`src/rtl/rti_pkg.sv`:
```
`default_nettype none

package rti_pkg;

    localparam int CFG_ADDR_W = 2;
    localparam int CFG_DATA_W = 32;

    localparam logic [CFG_ADDR_W-1:0] REG_DIR_X       = 2'd0;
    localparam logic [CFG_ADDR_W-1:0] REG_DIR_Y       = 2'd1;
    localparam logic [CFG_ADDR_W-1:0] REG_DIR_Z       = 2'd2;
    localparam logic [CFG_ADDR_W-1:0] REG_DET_EPSILON = 2'd3;

    localparam int EPS_WIDTH = 32;
    localparam int EPS_FRAC  = 24;
    localparam logic [EPS_WIDTH-1:0] EPS_RESET = 32'd17;
    localparam int DIR_Y_RESET = 256;

    localparam int QUEUE_DEPTH = 4;
    localparam int QUEUE_PTR_W = 2;

    localparam int OUT_DATA_W = 8;

    typedef struct packed {
        logic empty;
        logic full;
    } t_queue_status;

endpackage

`default_nettype wire

```
`src/rtl/rti_queue.sv`:
```
`default_nettype none

module rti_queue #(
    parameter int DATA_W = 153
) (
    input  wire logic               i_clk,
    input  wire logic               i_rst_n,
    input  wire logic               i_push,
    input  wire logic [DATA_W-1:0]  i_push_data,
    input  wire logic               i_pop,
    output logic [DATA_W-1:0]       o_pop_data,
    output rti_pkg::t_queue_status  o_status
);

    localparam int PW = rti_pkg::QUEUE_PTR_W;

    logic [DATA_W-1:0] r_mem [rti_pkg::QUEUE_DEPTH];
    logic [PW-1:0]     r_wr_ptr;
    logic [PW-1:0]     r_rd_ptr;
    logic [PW:0]       r_count;
    logic              w_do_push;
    logic              w_do_pop;

    assign o_status.empty = (r_count == '0);
    assign o_status.full  = (r_count == (PW+1)'(rti_pkg::QUEUE_DEPTH));
    assign w_do_push      = i_push && !o_status.full;
    assign w_do_pop       = i_pop && !o_status.empty;
    assign o_pop_data     = r_mem[r_rd_ptr];

    always_ff @(posedge i_clk) begin
        if (!i_rst_n) begin
            r_wr_ptr <= '0;
            r_rd_ptr <= '0;
            r_count  <= '0;
        end else begin
            if (w_do_push) begin
                r_wr_ptr <= r_wr_ptr + 1'b1;
            end
            if (w_do_pop) begin
                r_rd_ptr <= r_rd_ptr + 1'b1;
            end
            if (w_do_push && !w_do_pop) begin
                r_count <= r_count + 1'b1;
            end else if (w_do_pop && !w_do_push) begin
                r_count <= r_count - 1'b1;
            end
        end
    end

    always_ff @(posedge i_clk) begin
        if (w_do_push) begin
            r_mem[r_wr_ptr] <= i_push_data;
        end
    end

endmodule

`default_nettype wire

```
`config.mk`:
```
export PLATFORM = sky130hd
export DESIGN_NAME = rti_queue
export DESIGN_NICKNAME = d
export VERILOG_FILES = /design/src/rtl/rti_pkg.sv /design/src/rtl/rti_queue.sv
export SDC_FILE = /design/constraint.sdc
export NUM_CORES = 1
export LEC_CHECK = 0
export ABC_AREA = 0
export BUFFER_PORTS_ARGS = -buffer_cell sky130_fd_sc_hd__buf_4
export CORE_MARGIN = 3
export CORE_UTILIZATION = 30
export CTS_CLUSTER_SIZE = 24
export DETAILED_ROUTE_END_ITERATION = 6
export PLACE_DENSITY = 0.55
export SETUP_SLACK_MARGIN = 0.02
export SYNTH_ARGS = -nofsm -noshare
export SYNTH_HDL_FRONTEND = slang
export SYNTH_SLANG_ARGS = --single-unit
```
`constraint.sdc`:
```
create_clock -name i_clk -period 5.1 [get_ports i_clk]
set_input_delay 0.255 -clock i_clk [delete_from_list [all_inputs] [get_ports i_clk]]
set_output_delay 0.255 -clock i_clk [all_outputs]
set_load 0.01 [all_outputs]
```
# Word level (Yosys, flattened, before mapping)
# Memory sizes are Yosys's and may differ from the RTL's. A register that Yosys moved wholly into a read port is not among the register bits.
# Index checks and enable logic that the tools add are counted.
[totals]
in_bits = 157
mem_count = 1
wordCells = 25
ram_bits = 612
reg_bits = 7
out_inout_bits = 155
[mem_list]
columns = ["name", "depth", "width", "rd", "rd_clocked_by_memory_dff", "write_ports", "line_no", "rtl"]
rows = [
  ["r_mem", 4, 153, 1, 1, 1, "rti_queue.sv:17", "logic [DATA_W-1:0] r_mem [rti_pkg::QUEUE_DEPTH];"],
]
[classes]
mux = 6
n_reduce_logical = 10
n_eq_ne = 1
add_sub_neg = 4
[op_table]
columns = ["operator", "n"]
rows = [
  ["$mux 3", 2],
  ["$add 2x1->2 const B", 2],
  ["$logic_and 1x1->1", 4],
  ["$logic_not 1->1", 4],
  ["$mux 2", 2],
  ["$add 3x1->3 const B", 1],
  ["$eq 3x3->1 const B", 1],
  ["$logic_not 3->1", 1],
  ["$sub 3x1->3 const B", 1],
  ["$mux 1", 2],
  ["$reduce_bool 2->1", 1],
]

# Longest topological paths before layout
[logic_depth]
word_depth = 7
ltp_mapped = 9
depth_no_buf = 8

# Worst setup path before layout
# OpenSTA, ideal clock, no wires.
[synth_timing]
path_type = "flip-flop to flip-flop"
from = "reg r_count[0]"
to = "mem r_mem[2][0] (enable)"
t_arrival_ns = 4.435
path_slack_ns = 0.134
path_stages_with_launch = 5
period_less_slack_ns = 4.966
path_cell_list = "dfxtp_1 > nor3b_1 > nor2b_1 > clkbuf_1 > and2_1"
[synth_lines]
columns = ["item", "line_no", "rtl"]
rows = [
  ["start: declaration", "rti_queue.sv:20", "logic [PW:0] r_count;"],
  ["start signal: assignment", "rti_queue.sv:43", "r_count <= r_count + 1'b1;"],
  ["start signal: assignment", "rti_queue.sv:45", "r_count <= r_count - 1'b1;"],
  ["end: declaration", "rti_queue.sv:17", ""],
]

==> flow_metrics.py <==
metrics = {
    "final_layout": {
        "drive_above_1_share": 0.413,
        "final_cells": 2379,
        "fillers": 6490,
        "postLayoutCoreUtil": 0.404,
        "nets": 1526,
        "fin_area_um2": 29800,
        "synthToLayoutAreaGrowth_pct": 32.3,
    },
    "setup_path": {
        "regToRegStartpoint": "r_count[0]$_SDFFE_PN0P_",
        "crit_chain": "buf_4 -> mux4_2 -> buf_4",
        "reg2reg_slack_ns": 2.40,
        "reg2reg_depth": 4,
        "path_common_cell": "buf_4",
        "slowest_stage": "dfxtp_4",
        "reg2reg_to": "r_mem[2][104]$_DFFE_PP_",
        "startpoint_type": "register",
        "worstPathMaxFanout": 40,
        "worstSetupPathType": "register to primary output",
        "slowest_delay_ns": 0.96,
        "worstPathArrival_ns": 2.83,
        "crit_path_end_kind": "primary output",
        "required_ns": 4.85,
    },
    "power": {
        "p_int_mw": 10.8,
        "ir_drop_v": 0.000300,
        "switching_share": 0.263,
        "seq_power_share": 0.439,
        "p_switching_mw": 3.84,
        "leakagePower_nw": 9.92,
        "power.density_nw_per_um2": 491,
        "power_mw": 14.6,
        "power_frac_comb": 0.243,
        "power_frac_clock": 0.319,
    },
    "cts": {
        "clk_latency_ns": 0.59,
        "path_clk_slew_ns": 0.06,
        "htreeDepth": 3,
        "postCtsSetupRepairBufs": 0,
        "cts_resized": 0,
        "cts_buffer_depth": 3,
        "root_buffer": "clkbuf_16",
        "clkSinkCount": 621,
        "cts_tree": "done",
        "cts_buffers": 70,
    },
    "flow_run": {
        "cap_viol_max_count": 0,
    },
    "timing": {
        "fin_tns_setup_ns": 0,
        "slew_viol_final": 0,
        "rsz0062_at_grt": "no",
        "setup_slack_ns": 2.02,
        "fin_skew_ns": 0.0184,
        "holdWs_ns": 0.153,
        "hold_viol": 0,
        "worstMarginPinSlew_ns": 0.948,
        "finalCritPeriodShare": 0.604,
        "max-slew-margin-rel": 0.368,
        "setup_viol": 0,
        "max_clock_freq_mhz": 325,
        "finalCriticalPeriod_ns": 3.08,
    },
    "placed_design": {
        "place_area_um2": 26100,
        "portBuffers": 311,
        "post-place-ws_ns": 2.35,
        "gp_congestion": 0.702,
        "hpwl_um": 27500,
        "placed_cells": 2096,
    },
    "drt": {
        "firstDrtPassIters": 4,
        "routed_wl_um": 48500,
        "routedWlPerCell_um": 20.4,
        "postRouteAntennaNets": 0,
        "drc": 0,
        "vias": 10800,
        "drt-initial-drc-count": 648,
        "via_per_inst": 4.52,
    },
    "synth": {
        "synth_compound_area_frac": 0.00128,
        "synth-xor-area-share": 0.00156,
        "muxShareOfSynthArea": 0.154,
        "syn-cell-area_um2": 22500,
        "synth_cell_types": 23,
        "synth_top_family_by_area": "multiplexers",
        "ys_ff_latch": 621,
        "synth.yosys.seq_area_share": 0.824,
        "yosysWarnings": 0,
        "synthCells": 847,
        "synthSimpleGateAreaFrac": 0.00428,
        "syn_nets": 1010,
        "syn_area_per_cell_um2": 26.6,
        "synth-adder-area-share": 0.00367,
    },
    "floorplanning": {
        "rows": 99,
        "initial_core_util": 0.305,
        "top_level_ports": 312,
        "die_w_um": 280,
        "die_h_um": 280,
        "core-area_um2": 73700,
        "die-area_um2": 78400,
    },
    "status": {
        "status": "completed",
    },
    "hold_path": {
        "hold_depth": 4,
        "hold_path.class": "input pin to register",
        "worstHoldStart": "i_pop",
    },
    "grt": {
        "grt_first_pass_wirelength_um": 72700,
        "grt_max_degree": 83,
        "grt_pass1_vias": 11900,
        "groute.usage.overall": 0.124,
        "grt_antenna_before_repair": 4,
        "overflow": 0,
    },
}
## Yosys cell counts
cell type    n  share of area
edfxtp_1   612           0.82
mux4_2     153           0.15
buf_2       17         0.0038
buf_6        9         0.0045
dfxtp_1      9         0.0080
and2_1       8         0.0022
clkbuf_1     8         0.0013
ha_1         5         0.0028
nand2_1      4        0.00067
inv_1        3        0.00050
mux2i_1      3         0.0013
xnor2_1      3         0.0012
buf_1        2        0.00033
nor2b_1      2        0.00056
a21boi_0     1        0.00033
fa_1         1        0.00089
nor3_1       1        0.00022
nor3b_1      1        0.00033
o21ai_0      1        0.00022
o311ai_0     1        0.00039
o31ai_1      1        0.00033
or3_1        1        0.00028
xor2_1       1        0.00039
## cells in the final DEF, fill, tap and decap left out
cell	instances
a21boi_0	1
and2_1	4
and2_4	4
buf_12	11
buf_4	315
bufinv_16	2
clkbuf_1	13
clkbuf_16	72
clkbuf_8	1
clkinv_1	11
clkinv_2	11
clkinv_4	2
clkinv_8	1
clkinvlp_4	5
dfxtp_1	7
dfxtp_4	2
diode_2	5
dlygate4sd3_1	154
edfxtp_1	612
fa_1	1
ha_1	5
inv_1	3
inv_6	5
inv_8	1
mux2i_1	3
mux4_2	153
nand2_1	4
nor2b_1	2
nor3_1	1
nor3b_1	1
o21ai_0	1
o311ai_0	1
o31ai_1	1
or3_1	1
xnor2_1	3
xor2_1	1
## state kept, by name (all words and copies together) (netlist names), named ones only
signal	cells
r_wr_ptr	2
r_rd_ptr	2
r_mem	612
r_count	3
## worst max path at each step
| stage | end | cells after the start | slack (ns) |
|---|---|---|---|
| after floorplan | r_mem[2][0]$_DFFE_PP_ | 4 | 0.13 |
| after global placement | r_mem[2][138]$_DFFE_PP_ | 4 | 2.37 |
| after detailed placement | r_mem[2][72]$_DFFE_PP_ | 4 | 2.35 |
| after CTS | o_pop_data[82] | 3 | 1.84 |
| after global routing | o_pop_data[44] | 3 | 1.75 |
| final | o_pop_data[82] | 3 | 2.02 |
## critical path, delay by kind of cell (launching register included)
kind | cells | cell delay [ns]
flops | 1 | 0.96
buf+inv | 2 | 0.65
mux | 1 | 0.58
## power by group through the flow
stage | Sequential, mW | Combinational, mW | Clock [mW]
6_report | 6.42 | 3.55 | 4.66
5_1_grt | 6.48 | 3.82 | 5.05
4_1_cts | 6.44 | 3.66 | 4.85
3_5_place_dp | 6.54 | 3.55 | 0
3_3_place_gp | 6.51 | 3.55 | 0
2_1_floorplan | 6.45 | 2.03 | 0
## layer usage
metal	vias to the layer above	track usage	share of wire
li1	4722	-	-
met1	5668	0.156	0.42
met2	289	0.205	0.49
met3	74	0.0384	0.068
met4	0	0.0402	0.020
met5	-	0	0
## timing repair
action / in CTS / in global routing
endpoints found under the hold margin: 621 / 0
hold buffers: 154 / 0
setup endpoints to repair: 0 / 0
## cell type report
class / instances / area (um2) / share of cell area
clock buffers: 86 / 1860 / 0.0626
flip-flops and latches: 621 / 18600 / 0.623
clock inverters: 38 / 283 / 0.00949
repair buffers: 480 / 4130 / 0.139
inverters: 3 / 11.3 / 0.000378
diodes: 5 / 12.5 / 0.000420
multi-input cells: 187 / 3730 / 0.125
well taps: 959 / 1200 / 0.0403
## cells by family (layout without fill, tap and decap cells)
logic type / count (synthesis) / count (layout)
flops: 621 / 621
mux: 156 / 156
buf+inv: 39 / 607
simple gates: 17 / 17
fa+ha+maj: 6 / 6
compound gates: 4 / 4
xor+xnor: 4 / 4
other cells: 0 / 5
(Power assumes the default switching activity.)
