==> src/rtl/rti_pkg.sv <==
`default_nettype none

package rti_pkg;

    localparam int CFG_ADDR_W = 2;
    localparam int CFG_DATA_W = 32;

    localparam logic [CFG_ADDR_W-1:0] REG_DIR_X       = 2'd0;
    localparam logic [CFG_ADDR_W-1:0] REG_DIR_Y       = 2'd1;
    localparam logic [CFG_ADDR_W-1:0] REG_DIR_Z       = 2'd2;
    localparam logic [CFG_ADDR_W-1:0] REG_DET_EPSILON = 2'd3;

    localparam int EPS_WIDTH = 32;
    localparam int EPS_FRAC  = 24;
    localparam logic [EPS_WIDTH-1:0] EPS_RESET = 32'd17;
    localparam int DIR_Y_RESET = 256;

    localparam int QUEUE_DEPTH = 4;
    localparam int QUEUE_PTR_W = 2;

    localparam int OUT_DATA_W = 8;

    typedef struct packed {
        logic empty;
        logic full;
    } t_queue_status;

endpackage

`default_nettype wire

==> src/rtl/rti_front.sv <==
`default_nettype none

module rti_front #(
    parameter int COORD_WIDTH = 16,
    parameter int IN_DATA_W   = 192,
    parameter int EDGE_DATA_W = 153
) (
    input  wire logic                   i_clk,
    input  wire logic                   i_rst_n,
    input  wire logic                   i_valid,
    output logic                        o_ready,
    input  wire logic [IN_DATA_W-1:0]   i_data,
    input  wire rti_pkg::t_queue_status i_q_status,
    output logic                        o_push,
    output logic [EDGE_DATA_W-1:0]      o_push_data
);

    localparam int W = COORD_WIDTH;
    localparam int H = COORD_WIDTH + 1;

    logic                   r_vld;
    logic [EDGE_DATA_W-1:0] r_data;
    logic [EDGE_DATA_W-1:0] n_data;
    logic                   w_push;
    logic                   w_load;

    logic signed [W-1:0] w_org [3];
    logic signed [W-1:0] w_a   [3];
    logic signed [W-1:0] w_b   [3];
    logic signed [W-1:0] w_c   [3];
    logic signed [H-1:0] w_e1  [3];
    logic signed [H-1:0] w_e2  [3];
    logic signed [H-1:0] w_tv  [3];

    assign w_push  = r_vld && !i_q_status.full;
    assign o_ready = !r_vld || w_push;
    assign w_load  = i_valid && o_ready;

    // edge1, edge2 and tvec, each axis in its own slot
    always_comb begin
        for (int i = 0; i < 3; i++) begin
            w_org[i] = i_data[i*W +: W];
            w_a[i]   = i_data[(3+i)*W +: W];
            w_b[i]   = i_data[(6+i)*W +: W];
            w_c[i]   = i_data[(9+i)*W +: W];
            w_e1[i]  = H'(w_b[i]) - H'(w_a[i]);
            w_e2[i]  = H'(w_c[i]) - H'(w_a[i]);
            w_tv[i]  = H'(w_org[i]) - H'(w_a[i]);
        end
        n_data = '0;
        for (int i = 0; i < 3; i++) begin
            n_data[i*H +: H]     = w_e1[i];
            n_data[(3+i)*H +: H] = w_e2[i];
            n_data[(6+i)*H +: H] = w_tv[i];
        end
    end

    always_ff @(posedge i_clk) begin
        if (!i_rst_n) begin
            r_vld <= 1'b0;
        end else if (w_load) begin
            r_vld <= 1'b1;
        end else if (w_push) begin
            r_vld <= 1'b0;
        end
    end

    always_ff @(posedge i_clk) begin
        if (w_load) begin
            r_data <= n_data;
        end
    end

    assign o_push      = w_push;
    assign o_push_data = r_data;

endmodule

`default_nettype wire

==> config.mk <==
export PLATFORM = sky130hd
export DESIGN_NAME = rti_front
export DESIGN_NICKNAME = d
export VERILOG_FILES = /design/src/rtl/rti_pkg.sv /design/src/rtl/rti_front.sv
export SDC_FILE = /design/constraint.sdc
export NUM_CORES = 1
export LEC_CHECK = 0
export BUFFER_PORTS_ARGS = -buffer_cell sky130_fd_sc_hd__buf_2
export CAP_MARGIN = 5
export CORE_ASPECT_RATIO = 0.7
export CORE_MARGIN = 2
export CORE_UTILIZATION = 53
export DETAILED_ROUTE_END_ITERATION = 7
export GPL_ROUTABILITY_DRIVEN = 0
export GPL_TIMING_DRIVEN = 0
export PLACE_DENSITY = 0.82
export SYNTH_ARGS = -nofsm -noshare
export SYNTH_HDL_FRONTEND = slang
export SYNTH_SLANG_ARGS = --single-unit
==> constraint.sdc <==
create_clock -name i_clk -period 5.83 [get_ports i_clk]
set_input_delay 0.2915 -clock i_clk [delete_from_list [all_inputs] [get_ports i_clk]]
set_output_delay 0.2915 -clock i_clk [all_outputs]
set_load 0.005 [all_outputs]
## Word-level counts from Yosys, hierarchy flattened

Cells that the tools add are included.

- Add/subtract/negate cells: 9
- Muxes and demuxes: 2
- Reduce and logical (&&, ||, !) cells: 6

Operators with widths:

| kind | count |
|---|---|
| subtractor 16 x 16 -> 17 bit | 9 |
| logical AND 1 bit | 2 |
| zero test 1 bit | 2 |
| two-way mux 1 bit | 2 |
| nonzero test 2 bit | 1 |
| logical OR 1 bit | 1 |

- Bits in registers: 154
- Bits of input ports: 197
- Output and inout port bits: 155
- Logic and storage cells: 19

## Longest topological paths before layout

- Depth after elaboration: 5
- Gate-level depth with buffers: 10
- Mapped depth without buffers: 10

## Worst setup path after synthesis

Ideal clock, no wire load.

- Kind: flip-flop to flip-flop
- Start point: reg r_vld
- End point: reg r_data[0] (netlist: o_push_data[0]), enable pin
- Library setup time: 531 ps
- Data arrival time: 3893 ps
- Data required time: 5299 ps
- Slack: 1407 ps
- Stages on the path, launching flop included: 3
- Path buffers: 0
- Period minus slack after synthesis: 4423 ps
- Path through: dfxtp_1 -> nand2_1 -> and2_1

- Cells in the longest elaborated chain, start to end: 3
- Elaborated cells on any way between the ends: 4
- Classes of those cells: reduce/logical (4)

Ends and longest elaborated chain:

| element | line | source |
|---|---|---|
| start: declaration | rti_front.sv:21 | `logic r_vld;` |
| start signal: assignment | rti_front.sv:60 | `r_vld <= 1'b0;` |
| start signal: assignment | rti_front.sv:62 | `r_vld <= 1'b1;` |
| start signal: assignment | rti_front.sv:64 | `r_vld <= 1'b0;` |
| zero test 1 bit / logical AND 1 bit (equally long branches) | rti_front.sv:36, rti_front.sv:35 |  |
| logical OR 1 bit (*) | rti_front.sv:36 | `assign o_ready = !r_vld \|\| w_push;` |
| named net o_ready | rti_front.sv:11 | `output logic o_ready,` |
| logical AND 1 bit (*) | rti_front.sv:37 | `assign w_load = i_valid && o_ready;` |
| named net w_load | rti_front.sv:25 | `logic w_load;` |
| end signal: assignment | rti_front.sv:70 | `r_data <= n_data;` |
| end: declaration | rti_front.sv:22 | `logic [EDGE_DATA_W-1:0] r_data;` |

Mark *: on every way through the listed nets, which the timed path passes. The rest lies on a longest branch.
A chain may end at the register's enable or synchronous reset.

## Final worst setup path

- Start point: in i_data[81]
- End point: reg r_data[149] (netlist: o_push_data[149]), data pin

- Cells in the longest elaborated chain, start to end: 1

Ends and longest elaborated chain:

| element | line | source |
|---|---|---|
| start: declaration | rti_front.sv:12 | `input wire logic [IN_DATA_W-1:0] i_data,` |
| subtractor 16 x 16 -> 17 bit | rti_front.sv:48 | `w_tv[i] = H'(w_org[i]) - H'(w_a[i]);` |
| named net n_data[149] | rti_front.sv:23 | `logic [EDGE_DATA_W-1:0] n_data;` |

The timed path passes the listed nets, and every way through them passes these cells.

==> flow_summary.json <==
{
  "place.port_buffers": 350,
  "synth_mux_area_frac": 0,
  "fin_area_sq_mm": 0.0139,
  "synth_xor_area_frac": 0.0911,
  "power_leakage_nw": 6.56,
  "worstMarginPinSlew_ns": 0.674,
  "synth-compound-area-share": 0.181,
  "ys_top_cells_by_area": "edfxtp_1, ha_1, xnor2_1",
  "r2r-start": "r_vld",
  "reg2reg_to": "o_push_data[131]",
  "critPathCaptureType": "register",
  "antenna_found_initial": 5,
  "first_pass_iters": 8,
  "cts_resized": 0,
  "syn-num-nets": 1413,
  "cts_root_buffer": "clkbuf_16",
  "crit_arrival_ns": 2.62,
  "yosysWarnings": 0,
  "relSlewSlack": 0.539,
  "drt-initial-drc-count": 693,
  "hold_buffers": 0,
  "synth_top_area_cell": "edfxtp_1",
  "grt_first_pass_wirelength_mm": 47.3,
  "synthAdderAreaFrac": 0.178,
  "maxCapViolCount": 0,
  "clk_pin_slew_ns": 0.07,
  "ys.flop_type": "edfxtp_1",
  "finalCriticalPeriod_ns": 2.46,
  "post_cts_buffers": 0,
  "setup-tns-final_ns": 0,
  "initial_core_util": 0.539,
  "min_to": "r_vld",
  "dieArea_sq_mm": 0.0222,
  "drive_gt1_frac": 0.271,
  "cts_max_level": 4,
  "cts_tree": "done",
  "holdPathStages": 2,
  "synth_top_area_share": 0.412,
  "crit_path_start": "i_data[81]",
  "setup_viol": 0,
  "post_dp_cell_area_sq_mm": 0.0133,
  "top_level_ports": 352,
  "wirelength_mm": 30.5,
  "die_w_um": 177,
  "vias": 9679,
  "avgSynthCellArea_sq_um": 10.5,
  "worstSkewPairLatency_ns": 0.43,
  "synth-seq-cells": 154,
  "track_usage": 0.271,
  "p_per_area_mw_per_mm2": 259,
  "crit_type": "in -> reg",
  "syn_area_sq_mm": 0.0112,
  "synthCells": 1063,
  "rows": 44,
  "vdd_ir_drop_max_uv": 135,
  "required_ns": 5.99,
  "wl_per_cell_um": 17.7,
  "coreArea_sq_mm": 0.0207,
  "dp_cells": 1691,
  "async_flop_share": 0,
  "seq_area_frac_synth": 0.414,
  "grt_max_degree": 67,
  "clock_sinks": 154,
  "r2r_slack_ns": 3.89,
  "synth_edf_count": 153,
  "stdcell_count": 1727,
  "syn_to_final_growth_pct": 24.6,
  "die_h_um": 125,
  "critical_path.max_fanout": 4,
  "min_path_type": "in -> reg",
  "ctsLongestPathBuffers": 2,
  "yosys.area_share.simple": 0.102,
  "synth_top_family_by_area": "compound AO/OA/AOI/OAI gates",
  "fin_ws_ns": 3.37,
  "finClkSkew_ns": 0.00956,
  "routed_via_density": 5.60,
  "grt.overflow.total": 0,
  "final-hold-violation-count": 0,
  "nets": 1784,
  "status": "completed",
  "synth_cell_types": 57,
  "holdWs_ns": 0.117,
  "critPathLaunchType": "input pin",
  "slew_viol_final": 0,
  "dp_hpwl_mm": 24.9,
  "yosysMostFrequentCell": "edfxtp_1",
  "synth_commonest_cells": "edfxtp_1, ha_1, inv_1",
  "cts_buffers": 17,
  "worstHoldStart": "i_rst_n",
  "power_mw": 3.60,
  "post-route-period-util": 0.421,
  "antenna_left": 0,
  "rsz0062_at_grt": "no",
  "clock.fmax_mhz": 407,
  "r2r_cells": 4,
  "drc": 0,
  "grt_pass1_vias": 9415,
  "finish.utilization": 0.671,
  "dp_slack_ns": 2.99
}
[flip-flops by register name, summed over array words and instances (netlist names)]
signal and flops:
o_push_data 153, r_vld 1
[worst max-delay path: stages]
cell	delay [ns]
buf_2	0.16
inv_1	0.10
ha_1	0.27
nor2b_1	0.14
o31ai_1	0.50
a31oi_1	0.28
nand3_1	0.22
nand2_1	0.13
a311oi_1	0.39
xnor2_1	0.13
[layout make-up]
| type | count | area [sq um] |
|---|---|---|
| Clock buffer | 18 | 429 |
| Multi-Input combinational cell | 805 | 6150 |
| Fill cell | 1647 | 6800 |
| Inverter | 99 | 372 |
| Timing Repair Buffer | 352 | 1810 |
| Antenna cell | 5 | 12.5 |
| Buffer | 5 | 18.8 |
| Sequential cell | 154 | 4610 |
| Tap cell | 276 | 345 |
| Clock inverter | 13 | 144 |
[layer usage]
| metal | vias to the layer above | global-route usage | share of wire |
|---|---|---|---|
| li1 | 4679 | - | - |
| met1 | 4429 | 0.351 | 0.42 |
| met3 | 63 | 0.0903 | 0.11 |
| met4 | 0 | 0.0959 | 0.027 |
| met5 | - | 0 | 0 |
| met2 | 508 | 0.426 | 0.44 |
[power by group]
| part | switching [mW] | internal [mW] |
|---|---|---|
| Clock | 0.473 | 0.633 |
| Sequential | 0.0338 | 1.42 |
| Combinational | 0.574 | 0.467 |
| Total | 1.08 | 2.52 |
[worst max path at each step]
stage | to | cells past startpoint
after floorplan | o_push_data[0] | 2
after global placement | o_push_data[31] | 3
after detailed placement | o_push_data[149] | 10
after CTS | o_push_data[49] | 10
after global routing | o_push_data[149] | 10
final | o_push_data[149] | 10
[kinds of logic (layout without fill, tap and decap cells)]
group / after synthesis / in the layout
flops: 154 / 154
buf+inv: 104 / 487
simple gates: 232 / 232
fa+ha+maj: 153 / 153
compound gates: 304 / 304
other cells: 0 / 5
xor+xnor: 116 / 116
[cells in the final DEF, fill, tap and decap left out, types with 4 or more instances in the layout]
cell type    n
fa_1         9
nor2b_1     29
a21oi_1     81
a41o_1       4
o31ai_1      6
xnor2_1     77
xor2_1      39
inv_1       99
nor2_1      67
nor3_1      15
o21a_1      20
nand3_1     12
a31oi_1     12
buf_2      350
o2111ai_1    5
a221o_1      5
and2_1       4
a21o_1      48
nor4_1       6
a211oi_1    11
a21boi_0     8
clkbuf_1     6
ha_1       144
o31a_1       8
nand2_1     52
nand2b_1    19
o21bai_1     7
clkbuf_16   17
inv_6        4
diode_2      5
o21ai_0     56
edfxtp_1   153
nand4_1     13
and3_1       5
Power figures use the tool's default switching activity.
